**src/hdl/cplru_pkg.sv**
```systemverilog
// ----------------------------------------------------------------------------
// cplru_pkg
// Shared constants and replacement tables for the four-way PLRU cache lookup.
// ----------------------------------------------------------------------------
package cplru_pkg;

  localparam int DEF_SETS      = 16;
  localparam int DEF_ADDR_BITS = 16;
  localparam int WAYS          = 4;
  localparam int WAY_IDX_W     = 2;
  localparam int OFFSET_BITS   = 3;
  localparam int PLRU_W        = 3;
  localparam int CNT_W         = 32;

  // victim way for each tree state
  localparam logic [WAY_IDX_W-1:0] VICTIM_OF_STATE [8] = '{
    2'd0, 2'd0, 2'd1, 2'd1, 2'd2, 2'd3, 2'd2, 2'd3
  };

  // next tree state, indexed by {state[1:0], accessed way}
  localparam logic [PLRU_W-1:0] PLRU_NEXT [16] = '{
    3'd6, 3'd4, 3'd1, 3'd0, 3'd7, 3'd5, 3'd1, 3'd0,
    3'd6, 3'd4, 3'd3, 3'd2, 3'd7, 3'd5, 3'd3, 3'd2
  };

endpackage

```
**src/hdl/cplru_ifs.sv**
```systemverilog
// ----------------------------------------------------------------------------
// cplru_ifs
// Access and result channels of the PLRU cache lookup (valid/ready).
// ----------------------------------------------------------------------------
interface cplru_in_if
  import cplru_pkg::*;
#(
  parameter int ADDR_BITS = DEF_ADDR_BITS
) ();
  logic                 valid;
  logic                 ready;
  logic [ADDR_BITS-1:0] address;
  logic                 is_write;

  modport source (output valid, output address, output is_write, input ready);
  modport sink   (input valid, input address, input is_write, output ready);
endinterface

interface cplru_out_if
  import cplru_pkg::*;
();
  logic                 valid;
  logic                 ready;
  logic                 hit;
  logic [WAY_IDX_W-1:0] way;
  logic                 write_back;
  logic [CNT_W-1:0]     read_count;
  logic [CNT_W-1:0]     write_count;
  logic [CNT_W-1:0]     hit_count;
  logic [CNT_W-1:0]     miss_count;
  logic [CNT_W-1:0]     writeback_count;

  modport source (output valid, output hit, output way, output write_back,
                  output read_count, output write_count, output hit_count,
                  output miss_count, output writeback_count, input ready);
  modport sink   (input valid, input hit, input way, input write_back,
                  input read_count, input write_count, input hit_count,
                  input miss_count, input writeback_count, output ready);
endinterface

```
**src/hdl/cplru_ram.sv**
```systemverilog
// ----------------------------------------------------------------------------
// cplru_ram
// Generic simple dual-port RAM, one write and one registered read port.
// ----------------------------------------------------------------------------
module cplru_ram
  import cplru_pkg::*;
#(
  parameter int WIDTH = 8,
  parameter int DEPTH = 16,
  localparam int AW   = (DEPTH > 1) ? $clog2(DEPTH) : 1
) (
  input  logic             clk,
  input  logic             we,
  input  logic [AW-1:0]    waddr,
  input  logic [WIDTH-1:0] wdata,
  input  logic             re,
  input  logic [AW-1:0]    raddr,
  output logic [WIDTH-1:0] rdata
);

  logic [WIDTH-1:0] mem [DEPTH];
  logic [WIDTH-1:0] rdata_r;

  always_ff @(posedge clk) begin
    if (we) begin
      mem[waddr] <= wdata;
    end
    if (re) begin
      rdata_r <= mem[raddr];
    end
  end

  assign rdata = rdata_r;

endmodule

```
**src/hdl/four_way_cache_plru_lookup.sv**
```systemverilog
// ----------------------------------------------------------------------------
// four_way_cache_plru_lookup
// Tag-only four-way set-associative write-back cache with tree PLRU.
// ----------------------------------------------------------------------------
// Each access is accepted in the idle state, which starts the registered read of
// the set's row from the tag RAM, and is resolved in the lookup state: hit, fill
// and victim are found and the row is written back. An access is held in the
// lookup state while the previous result still sits unclaimed in the output
// register. The row holds valid, dirty and tag for all four ways plus the
// three PLRU bits. A flag per set marks rows written since reset, so an
// unwritten row reads as empty and no clearing pass follows reset. Statistics
// counters wrap at 2^32 and are reported with every result.
module four_way_cache_plru_lookup
  import cplru_pkg::*;
#(
  parameter int SETS      = DEF_SETS,
  parameter int ADDR_BITS = DEF_ADDR_BITS
) (
  input  logic        clk,
  input  logic        rst_n,
  cplru_in_if.sink    in_chan,
  cplru_out_if.source out_chan
);

  localparam int IDX_W    = $clog2(SETS);
  localparam int TAG_RAW  = ADDR_BITS - OFFSET_BITS - IDX_W;
  localparam int TAG_W    = (TAG_RAW > 0) ? TAG_RAW : 1;
  localparam int ADDR_EXT = OFFSET_BITS + IDX_W + TAG_W;
  localparam int WAY_W    = TAG_W + 2;
  localparam int ROW_W    = WAYS * WAY_W + PLRU_W;

  localparam logic [0:0] S_IDLE = 1'b0;
  localparam logic [0:0] S_LOOK = 1'b1;

  logic [0:0]            state_r, state_nxt;
  logic [IDX_W-1:0]      idx_r;
  logic [TAG_W-1:0]      tag_r;
  logic                  wr_r;
  logic [SETS-1:0]       row_written_r;

  logic [ADDR_EXT-1:0]   addr_ext;
  logic [IDX_W-1:0]      in_idx;
  logic [TAG_W-1:0]      in_tag;
  logic                  in_xfer;
  logic                  commit;

  logic [ROW_W-1:0]      ram_rdata;
  logic [ROW_W-1:0]      row;
  logic [ROW_W-1:0]      row_new;
  logic [WAYS-1:0]       way_valid;
  logic [WAYS-1:0]       way_dirty;
  logic [WAYS-1:0]       way_match;
  logic [PLRU_W-1:0]     plru;
  logic [WAY_IDX_W-1:0]  hit_way;
  logic [WAY_IDX_W-1:0]  free_way;
  logic [WAY_IDX_W-1:0]  sel;
  logic                  hit;
  logic                  wb;

  logic                  out_valid_r;
  logic                  out_hit_r;
  logic [WAY_IDX_W-1:0]  out_way_r;
  logic                  out_wb_r;
  logic [CNT_W-1:0]      cnt_rd_r, cnt_wr_r, cnt_hit_r, cnt_miss_r, cnt_wb_r;

  // index and tag; bits above the address width read as zero
  assign addr_ext = ADDR_EXT'(in_chan.address);
  assign in_idx   = addr_ext[OFFSET_BITS +: IDX_W] & IDX_W'(SETS - 1);
  assign in_tag   = addr_ext[ADDR_EXT-1 -: TAG_W];

  assign in_chan.ready = (state_r == S_IDLE);
  assign in_xfer       = in_chan.valid && in_chan.ready;
  assign commit        = (state_r == S_LOOK) && (!out_valid_r || out_chan.ready);

  cplru_ram #(
    .WIDTH (ROW_W),
    .DEPTH (SETS)
  ) u_tag_ram (
    .clk   (clk),
    .we    (commit),
    .waddr (idx_r),
    .wdata (row_new),
    .re    (in_xfer),
    .raddr (in_idx),
    .rdata (ram_rdata)
  );

  always_comb begin
    row  = row_written_r[idx_r] ? ram_rdata : '0;
    plru = row[ROW_W-1 -: PLRU_W];
    for (int w = 0; w < WAYS; w++) begin
      way_valid[w] = row[w*WAY_W + TAG_W + 1];
      way_dirty[w] = row[w*WAY_W + TAG_W];
      way_match[w] = way_valid[w] && (row[w*WAY_W +: TAG_W] == tag_r);
    end
    hit      = |way_match;
    hit_way  = '0;
    free_way = '0;
    // lowest way wins
    for (int w = WAYS - 1; w >= 0; w--) begin
      if (way_match[w]) begin
        hit_way = WAY_IDX_W'(w);
      end
      if (!way_valid[w]) begin
        free_way = WAY_IDX_W'(w);
      end
    end
    if (hit) begin
      sel = hit_way;
    end else if (&way_valid) begin
      sel = VICTIM_OF_STATE[plru];
    end else begin
      sel = free_way;
    end
    wb = !hit && way_valid[sel] && way_dirty[sel];

    row_new = row;
    for (int w = 0; w < WAYS; w++) begin
      if (sel == WAY_IDX_W'(w)) begin
        if (!hit) begin
          row_new[w*WAY_W +: WAY_W] = {1'b1, 1'b0, tag_r};
        end
        if (wr_r) begin
          row_new[w*WAY_W + TAG_W] = 1'b1;
        end
      end
    end
    row_new[ROW_W-1 -: PLRU_W] = PLRU_NEXT[{plru[1:0], sel}];
  end

  always_comb begin
    state_nxt = state_r;
    unique case (state_r)
      S_IDLE: begin
        if (in_xfer) begin
          state_nxt = S_LOOK;
        end
      end
      S_LOOK: begin
        if (commit) begin
          state_nxt = S_IDLE;
        end
      end
      default: state_nxt = S_IDLE;
    endcase
  end

  always_ff @(posedge clk) begin
    if (!rst_n) begin
      state_r       <= S_IDLE;
      row_written_r <= '0;
      out_valid_r   <= 1'b0;
      cnt_rd_r      <= '0;
      cnt_wr_r      <= '0;
      cnt_hit_r     <= '0;
      cnt_miss_r    <= '0;
      cnt_wb_r      <= '0;
    end else begin
      state_r <= state_nxt;
      if (commit) begin
        row_written_r[idx_r] <= 1'b1;
        out_valid_r          <= 1'b1;
        cnt_rd_r             <= cnt_rd_r + CNT_W'(!wr_r);
        cnt_wr_r             <= cnt_wr_r + CNT_W'(wr_r);
        cnt_hit_r            <= cnt_hit_r + CNT_W'(hit);
        cnt_miss_r           <= cnt_miss_r + CNT_W'(!hit);
        cnt_wb_r             <= cnt_wb_r + CNT_W'(wb);
      end else if (out_chan.ready) begin
        out_valid_r <= 1'b0;
      end
    end
  end

  always_ff @(posedge clk) begin
    if (in_xfer) begin
      idx_r <= in_idx;
      tag_r <= in_tag;
      wr_r  <= in_chan.is_write;
    end
    if (commit) begin
      out_hit_r <= hit;
      out_way_r <= sel;
      out_wb_r  <= wb;
    end
  end

  // counters only move on commit, so they double as the result payload
  assign out_chan.valid           = out_valid_r;
  assign out_chan.hit             = out_hit_r;
  assign out_chan.way             = out_way_r;
  assign out_chan.write_back      = out_wb_r;
  assign out_chan.read_count      = cnt_rd_r;
  assign out_chan.write_count     = cnt_wr_r;
  assign out_chan.hit_count       = cnt_hit_r;
  assign out_chan.miss_count      = cnt_miss_r;
  assign out_chan.writeback_count = cnt_wb_r;

  a_accept_then_look: assert property (@(posedge clk) disable iff (!rst_n)
    in_xfer |=> (state_r == S_LOOK))
    else $error("accepted access did not move to lookup");

  a_no_write_when_idle: assert property (@(posedge clk) disable iff (!rst_n)
    commit |-> (state_r == S_LOOK))
    else $error("tag RAM written outside lookup");

  a_hold_counts: assert property (@(posedge clk) disable iff (!rst_n)
    (out_valid_r && !out_chan.ready) |=> $stable(cnt_hit_r) && $stable(cnt_miss_r))
    else $error("counters moved while a result was held");

  a_hit_no_wb: assert property (@(posedge clk) disable iff (!rst_n)
    out_valid_r |-> !(out_hit_r && out_wb_r))
    else $error("write-back reported on a hit");

  a_count_balance: assert property (@(posedge clk) disable iff (!rst_n)
    (cnt_rd_r + cnt_wr_r) == (cnt_hit_r + cnt_miss_r))
    else $error("access count differs from hit plus miss count");

endmodule

```
**src/flat_wrapper.sv**
```systemverilog
// flat-port wrapper written by rule: the top's interface ports become plain ports
module four_way_cache_plru_lookup_flat import cplru_pkg::*;
#(
  parameter int SETS      = DEF_SETS,
  parameter int ADDR_BITS = DEF_ADDR_BITS
)
  (clk, rst_n, in_chan_valid, in_chan_address, in_chan_is_write, in_chan_ready, out_chan_valid, out_chan_hit, out_chan_way, out_chan_write_back, out_chan_read_count, out_chan_write_count, out_chan_hit_count, out_chan_miss_count, out_chan_writeback_count, out_chan_ready);
  cplru_in_if #(.ADDR_BITS(ADDR_BITS)) in_chan_i ();
  cplru_out_if out_chan_i ();
  input  logic clk;
  input  logic rst_n;
  input wire logic [$bits(in_chan_i.valid)-1:0] in_chan_valid;
  input wire logic [$bits(in_chan_i.address)-1:0] in_chan_address;
  input wire logic [$bits(in_chan_i.is_write)-1:0] in_chan_is_write;
  output wire logic [$bits(in_chan_i.ready)-1:0] in_chan_ready;
  output wire logic [$bits(out_chan_i.valid)-1:0] out_chan_valid;
  output wire logic [$bits(out_chan_i.hit)-1:0] out_chan_hit;
  output wire logic [$bits(out_chan_i.way)-1:0] out_chan_way;
  output wire logic [$bits(out_chan_i.write_back)-1:0] out_chan_write_back;
  output wire logic [$bits(out_chan_i.read_count)-1:0] out_chan_read_count;
  output wire logic [$bits(out_chan_i.write_count)-1:0] out_chan_write_count;
  output wire logic [$bits(out_chan_i.hit_count)-1:0] out_chan_hit_count;
  output wire logic [$bits(out_chan_i.miss_count)-1:0] out_chan_miss_count;
  output wire logic [$bits(out_chan_i.writeback_count)-1:0] out_chan_writeback_count;
  input wire logic [$bits(out_chan_i.ready)-1:0] out_chan_ready;
  assign in_chan_i.valid = in_chan_valid;
  assign in_chan_i.address = in_chan_address;
  assign in_chan_i.is_write = in_chan_is_write;
  assign in_chan_ready = in_chan_i.ready;
  assign out_chan_valid = out_chan_i.valid;
  assign out_chan_hit = out_chan_i.hit;
  assign out_chan_way = out_chan_i.way;
  assign out_chan_write_back = out_chan_i.write_back;
  assign out_chan_read_count = out_chan_i.read_count;
  assign out_chan_write_count = out_chan_i.write_count;
  assign out_chan_hit_count = out_chan_i.hit_count;
  assign out_chan_miss_count = out_chan_i.miss_count;
  assign out_chan_writeback_count = out_chan_i.writeback_count;
  assign out_chan_i.ready = out_chan_ready;
  four_way_cache_plru_lookup #(.SETS(SETS), .ADDR_BITS(ADDR_BITS)) u_core (.clk(clk), .rst_n(rst_n), .in_chan(in_chan_i), .out_chan(out_chan_i));
endmodule
```
**config.mk**
```make
export PLATFORM = sky130hd
export DESIGN_NAME = four_way_cache_plru_lookup_flat
export DESIGN_NICKNAME = d
export VERILOG_FILES = /design/src/hdl/cplru_pkg.sv /design/src/hdl/cplru_ifs.sv /design/src/hdl/cplru_ram.sv /design/src/hdl/four_way_cache_plru_lookup.sv /design/src/flat_wrapper.sv
export SDC_FILE = /design/constraint.sdc
export NUM_CORES = 1
export LEC_CHECK = 0
export BUFFER_PORTS_ARGS = -buffer_cell sky130_fd_sc_hd__buf_2
export CELL_PAD_IN_SITES_DETAIL_PLACEMENT = 1
export CELL_PAD_IN_SITES_GLOBAL_PLACEMENT = 2
export CORE_MARGIN = 5
export CORE_UTILIZATION = 46
export DETAILED_ROUTE_END_ITERATION = 8
export PLACE_DENSITY = 0.75
export SYNTH_ARGS = -nofsm -noshare
export SYNTH_HDL_FRONTEND = slang
export SYNTH_HIERARCHICAL = 1
export SYNTH_SLANG_ARGS = --single-unit
```
**constraint.sdc**
```tcl
create_clock -name clk -period 7.8 [get_ports clk]
set_clock_uncertainty 0.15 [all_clocks]
set_input_delay 1.17 -clock clk [delete_from_list [all_inputs] [get_ports clk]]
set_output_delay 1.17 -clock clk [all_outputs]
set_load 0.005 [all_outputs]
```
; ---- Word-level counts from Yosys, hierarchy flattened
; Memories as Yosys holds them, arrays and structs flattened. A register that Yosys moved wholly into a read port is not among the register bits.
; Index checks and enable logic that the tools add are counted.
[word_totals]
reg_bits = 196
ram_bits = 752
mem_bits_ro = 64
word_cells = 97
n_memories = 3
[mem_list]
columns = name, words, width, rd, rd_clocked_by_memory_dff, wr, line_no
row1 = u_core.u_tag_ram.mem, 16, 47, 1, 1, 1, cplru_ram.sv:21  ; logic [WIDTH-1:0] mem [DEPTH];
row2 = (name not given), 16, 3, 1, 0, 0, four_way_cache_plru_lookup.sv:128  ; row_new[ROW_W-1 -: PLRU_W] = PLRU_NEXT[{plru[1:0], sel}];
row3 = (name not given), 8, 2, 1, 0, 0, four_way_cache_plru_lookup.sv:111  ; sel = VICTIM_OF_STATE[plru];
[op_classes]
n_addsub = 5
order_cmp = 5
eq_ne = 7
muxes = 42
bitwise = 4
reduce_logical = 17
[op_table]
columns = cell, n
row1 = 32-bit by 1-bit adder with 32-bit output, 5
row2 = 11-bit two-way mux, 8
row3 = 47-bit two-way mux, 1
row4 = 9-bit equality test, 4
row5 = 2-bit two-way mux, 12
row6 = 16-bit bitwise OR, 1
row7 = 1-bit two-way mux, 14
row8 = 1-bit logical AND, 9
row9 = 3-bit two-way mux, 2
row10 = "5-bit greater-or-equal comparator, second input constant", 1
row11 = "4-bit by 5-bit < comparator with 1-bit output, second input constant", 1
row12 = 4-bit inverter with 5-bit output, 1
row13 = 1-bit binary-select mux with 2-bit select, 2
row14 = 1-bit binary-select mux with 4-bit select, 1
row15 = 1-bit demux with 4-bit select, 1
row16 = "2-bit equality test, second input constant", 2
row17 = "4-bit by 1-bit greater-or-equal comparator with 1-bit output, second input constant", 1
row18 = "4-bit greater-or-equal comparator, second input constant", 1
row19 = 3-bit inverter with 4-bit output, 1
row20 = 4-bit AND reduction, 1
row21 = 4-bit OR reduction, 1
row22 = 1-bit zero test, 3
row23 = "2-bit by 3-bit < comparator with 1-bit output, second input constant", 1
row24 = "2-bit by 1-bit equality test with 1-bit output, second input constant", 1
row25 = 5 further kinds, 5

; ---- Longest topological paths before layout
; Gate-level depths: netlist (run 1).
[depth]
word_depth = 15
depth_mapped = 20

; ---- By module
; The synthesis (run 1) kept the hierarchy.
[modules_own_cells]
columns = mod, instances, cells_each, area_each_um2, seq_area_each_um2
row1 = cplru_ram, 1, 1217, 29600.9, 23993.0
row2 = four_way_cache_plru_lookup, 1, 1102, 10053.4, 4103.9

; ---- Worst setup path before layout (run 1)
; Ideal clock, no wire load.
[synth_timing]
kind = input port to flip-flop
from = input port out_chan_ready
to = memory u_core/u_tag_ram/mem[0][0] (netlist bit) (enable)
setup_time_ns = 0.510
arrival_ns = 6.068
required_time_ns = 7.140
slack_ns = 1.072
cell_stages = 8
path_cell_list = nand2b_1 -> buf_2 -> nand2_2 -> inv_1 -> clkbuf_1 -> clkbuf_1 -> or3b_2 -> nor3_1
[synth_via]
elab_chain_cells = 4
[synth_lines]
columns = element, line_no
row1 = from (decl), flat_wrapper.sv:25  ; input wire logic [$bits(out_chan_i.ready)-1:0] out_chan_ready;
row2 = 1-bit logical OR, four_way_cache_plru_lookup.sv:73  ; assign commit = (state_r == S_LOOK) && (!out_valid_r || out_chan.ready);
row3 = 1-bit logical AND, four_way_cache_plru_lookup.sv:73
row4 = net u_core.commit, four_way_cache_plru_lookup.sv:45  ; logic commit;
row5 = 1-bit two-way mux, cplru_ram.sv:25  ; if (we) begin
row6 = 1-bit two-way mux (implied by the code), cplru_ram.sv:26  ; mem[waddr] <= wdata;
row7 = to (decl), cplru_ram.sv:21
; The timed path passes the listed nets, and every way through them passes these cells.

; ---- Worst setup path after layout (run 1)
[layout_timing]
from = register u_core.idx_r[3]
to = register u_core.cnt_wb_r[30], in the netlist u_core/out_chan.writeback_count[30]
[layout_via]
elab_chain_cells = 15
word_cells_on_any_way = 35
[layout_lines]
columns = element, line_no
row1 = from (decl), four_way_cache_plru_lookup.sv:36  ; logic [IDX_W-1:0] idx_r;
row2 = from (signal assigned), four_way_cache_plru_lookup.sv:176  ; idx_r <= in_idx;
row3 = 1-bit binary-select mux with 4-bit select *, four_way_cache_plru_lookup.sv:89  ; row = row_written_r[idx_r] ? ram_rdata : '0;
row4 = 1-bit two-way mux (implied by the code) *, four_way_cache_plru_lookup.sv:89
row5 = 47-bit two-way mux *, four_way_cache_plru_lookup.sv:89
row6 = 9-bit equality test, four_way_cache_plru_lookup.sv:94  ; way_match[w] = way_valid[w] && (row[w*WAY_W +: TAG_W] == tag_r);
row7 = 1-bit logical AND, four_way_cache_plru_lookup.sv:94
row8 = 2-bit two-way mux (4 in series), four_way_cache_plru_lookup.sv:101  ; if (way_match[w]) begin
row9 = 2-bit two-way mux, four_way_cache_plru_lookup.sv:108  ; if (hit) begin
row10 = 1-bit binary-select mux with 2-bit select, four_way_cache_plru_lookup.sv:115  ; wb = !hit && way_valid[sel] && way_dirty[sel];
row11 = 1-bit two-way mux (implied by the code), four_way_cache_plru_lookup.sv:115
row12 = 1-bit logical AND, four_way_cache_plru_lookup.sv:115
row13 = 1-bit logical AND *, four_way_cache_plru_lookup.sv:115
row14 = net u_core.wb, four_way_cache_plru_lookup.sv:58  ; logic wb;
row15 = 32-bit by 1-bit adder with 32-bit output *, four_way_cache_plru_lookup.sv:167  ; cnt_wb_r <= cnt_wb_r + CNT_W'(wb);
row16 = to (signal assigned), four_way_cache_plru_lookup.sv:167
row17 = to (decl), four_way_cache_plru_lookup.sv:64  ; logic [CNT_W-1:0] cnt_rd_r, cnt_wr_r, cnt_hit_r, cnt_miss_r, cnt_wb_r;
; The timed path passes the listed nets; every way through them passes the cells marked *. The select of a mux whose other input is x is not followed.
; A chain may end at the register's enable or synchronous reset.

==> results.md, run 1 <==
- Result of the run: finished, final reports clean
- Horizontal die dimension: ~300 µm
- TritonCTS sink count: between 900 and 1000
- Share of layout cells above drive strength 1: 0.233
- Top FF cell, synth: sky130_fd_sc_hd__edfxtp_1
- Count of cells resized by post-cts repair: 0
- Reg-to-reg endpoint: u_core/out_chan.writeback_count[30]
- Relative area change from synthesis to final layout: 14.1%
- Clock buffers created by TritonCTS: 104
- Overall die area: roughly 92000 µm²
- TritonCTS clock tree: yes
- Shortest clock period the worst path allows after layout: about 5300 ps
- Worst Path Class, Setup: flip-flop to flip-flop
- Antenna violations before repair: 1
- Gr usage total: 0.205
- Netlist Area Pre-Place: ~40000 µm²
- Maximum frequency from static timing analysis: approximately 190 MHz
- Number of synthesized register bits: about 1000
- Number of distinct library cells after synthesis: 68
- Die height: approximately 300 µm
- First DRT Iteration DRCs: between 1000 and 1500
- Gate Count Post-Synth: between 2000 and 2500
- Root buffer selected by CTS: sky130_fd_sc_hd__clkbuf_16
- Starting utilization of the core area: 0.464
- Top-Level Pins: 187
- Area of the placeable core: between 80000 and 90000 µm²
- R2R cell count: 16
- Wire length of the first global-routing pass: 146000 µm
- Path type of the worst min-delay path: flip-flop to flip-flop
- Data required time of the critical path: a little over 8000 ps
- Average routed wire per standard cell: 25.6 µm
- DRC: 0
- Number of synthesized flops with an enable pin: 817
- Routed wire length: around 96000 µm
- Number of setup buffers added after CTS: 0
- Rel. slew slack: 0.141
- Number of nets with antenna violations after routing: 0
- Final period utilization: 0.684
- R2R Setup Slk: roughly 2500 ps
- Average via count per standard cell: about 5.7
- Hold_sp: u_core/row_written_r[1]
- Startpoint of the worst-slack reg-to-reg timing path: u_core/idx_r[3]
- YS warnings: 6
- Destination of the worst hold path: u_core/row_written_r[1]
- First-pass iteration count of the detailed router: 5
- Crit path max fanout: 18
- Total global routing overflow: 0
- Clock latency at the later pin of the worst-skew pair: about 680 ps
- Total number of vias: 21500
- Sum Neg Setup Slack: 0 ps
- Worst VDD drop: around 0.21 mV
- Reported leakage power: 15.4 nW
- CTS H-Tree Depth: 3
- Unrepaired setup endpoints after global routing: false
- Hold-fix buffers, CTS: 0
- Port bufs: 183
- Kind of launch point of the worst setup path: flip-flop
- CTS clk-pin slew, worst paths: approximately 60 ps
- Final cell count without fillers: ~3800
- Endpoint type of the worst setup path: flip-flop
- Number of buffers on the longest clock path: 3
- Power density over cell area: ~250 nW/µm²
- Setup-violating endpoint count in the final report: 0
- Vias in the first global route: 23100
- Net Count, Synth: ~2400
- Share of async-settable or async-resettable flops after synthesis: 0
- Max-slew violation total from the final report: 0
- Average footprint of a synthesized cell: approximately 17 µm²
- Final count of hold timing violations: 0
- Arrival time of the worst setup path: around 5700 ps
- Fill cell count: ~8000
- Placed Cells: 3568
- Floorplan row count: approximately 110
- Fin nets: 2562
- Largest net degree at the start of global routing: ~120
- Final GP Congestion: ~0.76
- Ant diodes: 0
- Transition time at the pin with the least slew margin: 1250 ps
- Max-cap viol count: 0
- DP Wirelength: around 55000 µm
- Fraction of the yosys area taken by sequential cells: 0.709
- Cell count of the worst hold path: 1
==> synthesized netlist by cell type, types with 19 or more instances <==
cell                       instances  area share
sky130_fd_sc_hd__a21boi_0         31      0.0059
sky130_fd_sc_hd__a22oi_1          94       0.018
sky130_fd_sc_hd__and2_1          128       0.020
sky130_fd_sc_hd__and3_1           22      0.0035
sky130_fd_sc_hd__buf_2            25      0.0032
sky130_fd_sc_hd__buf_6            19      0.0054
sky130_fd_sc_hd__clkbuf_1         62      0.0059
sky130_fd_sc_hd__dfxtp_1         178       0.090
sky130_fd_sc_hd__edfxtp_1        817        0.62
sky130_fd_sc_hd__inv_1            19      0.0018
sky130_fd_sc_hd__mux2i_1          39      0.0098
sky130_fd_sc_hd__mux4_2          189        0.11
sky130_fd_sc_hd__nand2_1         184       0.017
sky130_fd_sc_hd__nand3_1          58      0.0073
sky130_fd_sc_hd__nand4_1          40      0.0063
sky130_fd_sc_hd__nor2_1           49      0.0046
sky130_fd_sc_hd__o21ai_0          28      0.0035
sky130_fd_sc_hd__or3_1            24      0.0038
sky130_fd_sc_hd__xnor2_1         132       0.029
sky130_fd_sc_hd__xor2_1           29      0.0064
==> area by class of cell <==
cell class / count / area (µm²) / area share
sequential: 995 / 28100 / 0.621
multi-input combinational: 1193 / 11000 / 0.244
clock buffer: 139 / 2870 / 0.0634
tap: 1144 / 1430 / 0.0316
timing repair buffer: 216 / 1210 / 0.0267
clock inverter: 54 / 513 / 0.0113
inverter: 21 / 82.6 / 0.00183
==> state kept, by name, summed over array words and instances (netlist names), 4 cells and up <==
register	flops
u_core/out_chan.miss_count	32
u_core/out_chan.read_count	32
u_core/u_tag_ram/rdata	47
u_core/idx_r	4
u_core/tag_r	9
u_core/row_written_r	16
u_core/out_chan.writeback_count	32
u_core/out_chan.write_count	32
u_core/out_chan.hit_count	32
u_core/u_tag_ram/mem	752
==> critical path: stages (launching register included) <==
cell                       delay (ps)
sky130_fd_sc_hd__edfxtp_1         780
sky130_fd_sc_hd__mux2_2           420
sky130_fd_sc_hd__o22ai_1          270
sky130_fd_sc_hd__o21bai_4         170
sky130_fd_sc_hd__nand3_1          170
sky130_fd_sc_hd__and2_1           190
sky130_fd_sc_hd__mux2_2           340
sky130_fd_sc_hd__o21ai_0          440
sky130_fd_sc_hd__ha_1             270
sky130_fd_sc_hd__ha_1             170
sky130_fd_sc_hd__nand3_1           90
sky130_fd_sc_hd__or4_1            690
sky130_fd_sc_hd__nor3_4           320
sky130_fd_sc_hd__and3_1           290
sky130_fd_sc_hd__nand4_1          130
sky130_fd_sc_hd__xnor2_1          140
sky130_fd_sc_hd__and2_1           150
==> worst max path at each step <==
stage | startpoint | cells after the start | slack [ps] | end
after floorplan | out_chan_ready | 8 | 1070 | u_core/u_tag_ram/mem[0][0]
after global placement | u_core/idx_r[3] | 16 | 2570 | u_core/out_chan.writeback_count[30]
after detailed placement | u_core/idx_r[3] | 16 | 2500 | u_core/out_chan.writeback_count[30]
after CTS | u_core/idx_r[3] | 16 | 2450 | u_core/out_chan.writeback_count[30]
after global routing | u_core/idx_r[3] | 18 | 2180 | u_core/out_chan.writeback_count[30]
final | u_core/idx_r[3] | 16 | 2470 | u_core/out_chan.writeback_count[30]
==> cells in the final DEF (no fill, tap or decap), drive strengths merged, types with 10 or more instances in the layout <==
cell and count:
edfxtp 817, mux2i 39, dfxtp 178, nand2 186, and4 15, and2 128, buf 216, o21a 17
a21boi 34, a22oi 94, o21ai 29, xnor2 132, xor2 29, clkbuf 139, nor2b 10, nand4 43
and3 25, nor4 12, clkinv 46, or3 25, nor2 50, inv 21, mux4 189, nand3 61
nor3 21, ha 10
==> kinds of logic (layout without fill, tap and decap cells) <==
logic type,count (synthesis),count (layout),share of synthesized area
AO/OA/AOI/OAI,193,193,0.0359
XOR/XNOR,161,161,0.0356
adder cells (fa/ha/maj),10,10,0.00316
buffers and inverters,131,430,0.0170
flip-flops,995,995,0.709
multiplexers,233,233,0.119
AND/OR/NAND/NOR,596,596,0.0813
==> power breakdown <==
group | internal [mW] | switching [mW]
logic | 0.180 | 0.351
registers | 5.88 | 0.0516
clock network | 2.82 | 2.04
total | 8.87 | 2.44
==> routing by layer <==
| layer | share of wire | GRT usage |
|---|---|---|
| met1 | 0.43 | 0.280 |
| met2 | 0.49 | 0.347 |
| met3 | 0.051 | 0.0322 |
| met4 | 0.026 | 0.0578 |
| met5 | 0 | 0 |
==> through the flow <==
stage / power, mW / utilization / setup slack (ps) / cell area [µm²] / hold WS, ps
2_1_floorplan: 6.39 / - / 1070 / 39700 / 284
3_3_place_gp: 6.56 / 0.490 / 2570 / 41800 / 294
3_5_place_dp: 6.58 / 0.490 / 2500 / 41800 / 301
4_1_cts: 11.4 / 0.529 / 2450 / 45200 / 316
5_1_grt: 11.7 / 0.529 / 2180 / 45200 / 341
6_report: 11.3 / 0.529 / 2470 / 45200 / 314
Note: power is estimated with default switching activity, not from simulation.
==> inputs of run 2 (changes only) <==
- clock period: 7.8 -> 5.5 ns (I/O delays scaled with it)
==> results.md, run 2 (same netlist as run 1, synthesis figures left out) <==
- Result of the run: finished, final reports clean
- First-pass iteration count of the detailed router: 5 (unchanged)
- Rel. slew slack: 0.171 (+0.0300)
- Unrepaired setup endpoints after global routing: false
- Critical-path cell list: mux2_1, o22ai_1, o21bai_4, nand3_1, and2_1, mux2_2, o21ai_0, ha_1, ha_1, nand3_1, or4_1, nor3_4, and3_1, nand4_1, xnor2_1, and2_1
- Count of cells resized by post-cts repair: 0 (unchanged)
- Cell count of the worst hold path: 1 (unchanged)
- Most frequent cells in the layout: 817 x sky130_fd_sc_hd__edfxtp_1, 189 x sky130_fd_sc_hd__mux4_2, 184 x sky130_fd_sc_hd__nand2_1, 180 x sky130_fd_sc_hd__buf_2, 178 x sky130_fd_sc_hd__dfxtp_1
- Number of flip-flops in the largest register: 752 (unchanged)
- Crit path max fanout: 12 (-6)
- Number of setup buffers added after CTS: 0 (unchanged)
- Worst VDD drop: 0.303 mV (+41%)
- Average routed wire per standard cell: 26.3 µm (+3.1%)
- Hold-fix buffers, CTS: 0 (unchanged)
- Share of layout cells above drive strength 1: 0.248 (+0.0148)
- Port bufs: 183 (unchanged)
- Starting utilization of the core area: 0.464 (unchanged)
- Total global routing overflow: 0 (unchanged)
- Gr usage total: 0.213 (+0.00803)
- Sum Neg Setup Slack: 0 ps (unchanged)
- Ant diodes: 0 (unchanged)
- Setup-violating endpoint count in the final report: 0 (unchanged)
- Max-slew violation total from the final report: 0 (unchanged)
- Number of buffers on the longest clock path: 3 (unchanged)
- Horizontal die dimension: 304 µm (unchanged)
- Antenna violations before repair: 1 (unchanged)
- Vias in the first global route: 23200 (+0.76%)
- Root buffer selected by CTS: sky130_fd_sc_hd__clkbuf_16
- DP Wirelength: 57400 µm (+4.5%)
- First DRT Iteration DRCs: 1712 (+23%)
- Worst Path Class, Setup: flip-flop to flip-flop
- Fin nets: 2597 (+1.4%)
- Register with the most flip-flops: u_core/u_tag_ram/mem
- Transition time at the pin with the least slew margin: 1210 ps (-43.8 ps)
- Total number of vias: 21800 (+1.3%)
- Kind of launch point of the worst setup path: flip-flop
- Maximum frequency from static timing analysis: 199 MHz (+6.1%)
- Largest stage delay on the critical path: 670 ps (-110 ps)
- R2R cell count: 16 (unchanged)
- Average via count per standard cell: 5.74 (+0.35%)
- Number of nets with antenna violations after routing: 0 (unchanged)
- Path type of the worst min-delay path: input port to flip-flop
- Reported leakage power: 15.6 nW (+1.8%)
- Data required time of the critical path: 5900 ps (-2280 ps)
- Shortest clock period the worst path allows after layout: 5030 ps (-304 ps)
- Top-Level Pins: 187 (unchanged)
- CTS clk-pin slew, worst paths: 60 ps (about the same)
- Overall die area: 92200 µm² (unchanged)
- Wire length of the first global-routing pass: 151000 µm (+3.3%)
- Final count of hold timing violations: 0 (unchanged)
- Fill cell count: 7891 (-0.89%)
- TritonCTS clock tree: yes
- Relative area change from synthesis to final layout: 15.5%
- Largest net degree at the start of global routing: 103 (-15%)
- Final GP Congestion: 0.787 (+3.7%)
- Placement Cell Area: 42300 µm² (+1.2%)
- DRC: 0 (unchanged)
- Library cell contributing the largest single delay on the critical path: sky130_fd_sc_hd__or4_1
- Area of the placeable core: 85400 µm² (unchanged)
- CTS H-Tree Depth: 3 (unchanged)
- Routed wire length: 100000 µm (+4.1%)
- TritonCTS sink count: 995 (unchanged)
- Most common cell after layout, fill and taps aside: sky130_fd_sc_hd__edfxtp_1
- Final period utilization: 0.914 (+0.231)
- Arrival time of the worst setup path: 5430 ps (-280 ps)
- Die height: 304 µm (unchanged)
- Post-route cell area: 45800 µm² (+1.3%)
- Endpoint type of the worst setup path: flip-flop
- Power density over cell area: 355 nW/µm² (+42%)
- Clock latency at the later pin of the worst-skew pair: 690 ps (about the same)
- Max-cap viol count: 0 (unchanged)
- Pwr Total: 16.3 mW (+44%)
- Floorplan row count: 107 (unchanged)
- Clock buffers created by TritonCTS: 104 (unchanged)
## run 2: cell count changes in the layout (fill, tap and decap cells not counted), moves of 6 or more
cell	delta
sky130_fd_sc_hd__buf_12	+16
sky130_fd_sc_hd__clkbuf_1	-7
sky130_fd_sc_hd__clkinv_2	+6
sky130_fd_sc_hd__buf_4	+19
## run 2: area by class of cell
| cell class | instances | area [µm²] | share of cell area |
|---|---|---|---|
| Clock buffer | 130 | 2790 | 0.0609 |
| Clock inverter | 65 | 691 | 0.0151 |
| Inverter | 21 | 82.6 | 0.00180 |
| Multi-Input combinational cell | 1193 | 11100 | 0.241 |
| Sequential cell | 995 | 28100 | 0.613 |
| Tap cell | 1144 | 1430 | 0.0312 |
| Timing Repair Buffer | 251 | 1670 | 0.0365 |
## run 2: power by group
part	internal (mW)	switching (mW)	leakage (nW)
clock	4.13	2.95	1.70
combinational	0.283	0.529	5.07
sequential	8.33	0.0601	8.87
total	12.7	3.54	15.6
## run 2: worst max-delay path, delay by kind of cell (launching register included)
family,cells,cell delay (ps)
xor+xnor,1,150
flops,1,660
fa+ha+maj,2,430
simple gates,8,1990
mux,2,720
compound gates,3,790
## run 2: per-stage QoR
stage,setup WS (ps),util,hold slack [ps],cells
2_1_floorplan,393,-,284,2319
3_3_place_gp,647,0.496,290,3604
3_5_place_dp,568,0.496,306,3604
4_1_cts,520,0.536,152,3799
5_1_grt,212,0.536,160,3799
6_report,470,0.536,188,3799
## run 2: path summary, 6_finish.rpt
kind	from	end	slack, ps
max	u_core/idx_r[3]	u_core/out_chan.writeback_count[30]	470
min	in_chan_is_write	u_core/wr_r	190
max reg2reg	u_core/idx_r[3]	u_core/out_chan.writeback_count[30]	470
min reg2reg	u_core/row_written_r[4]	u_core/row_written_r[4]	320
## run 2: routing by layer
metal	global-route usage	up-vias	part of all wire
li1	-	9521	-
met5	0	-	0
met2	0.365	682	0.50
met3	0.0393	143	0.060
met4	0.0538	0	0.022
met1	0.286	11500	0.42
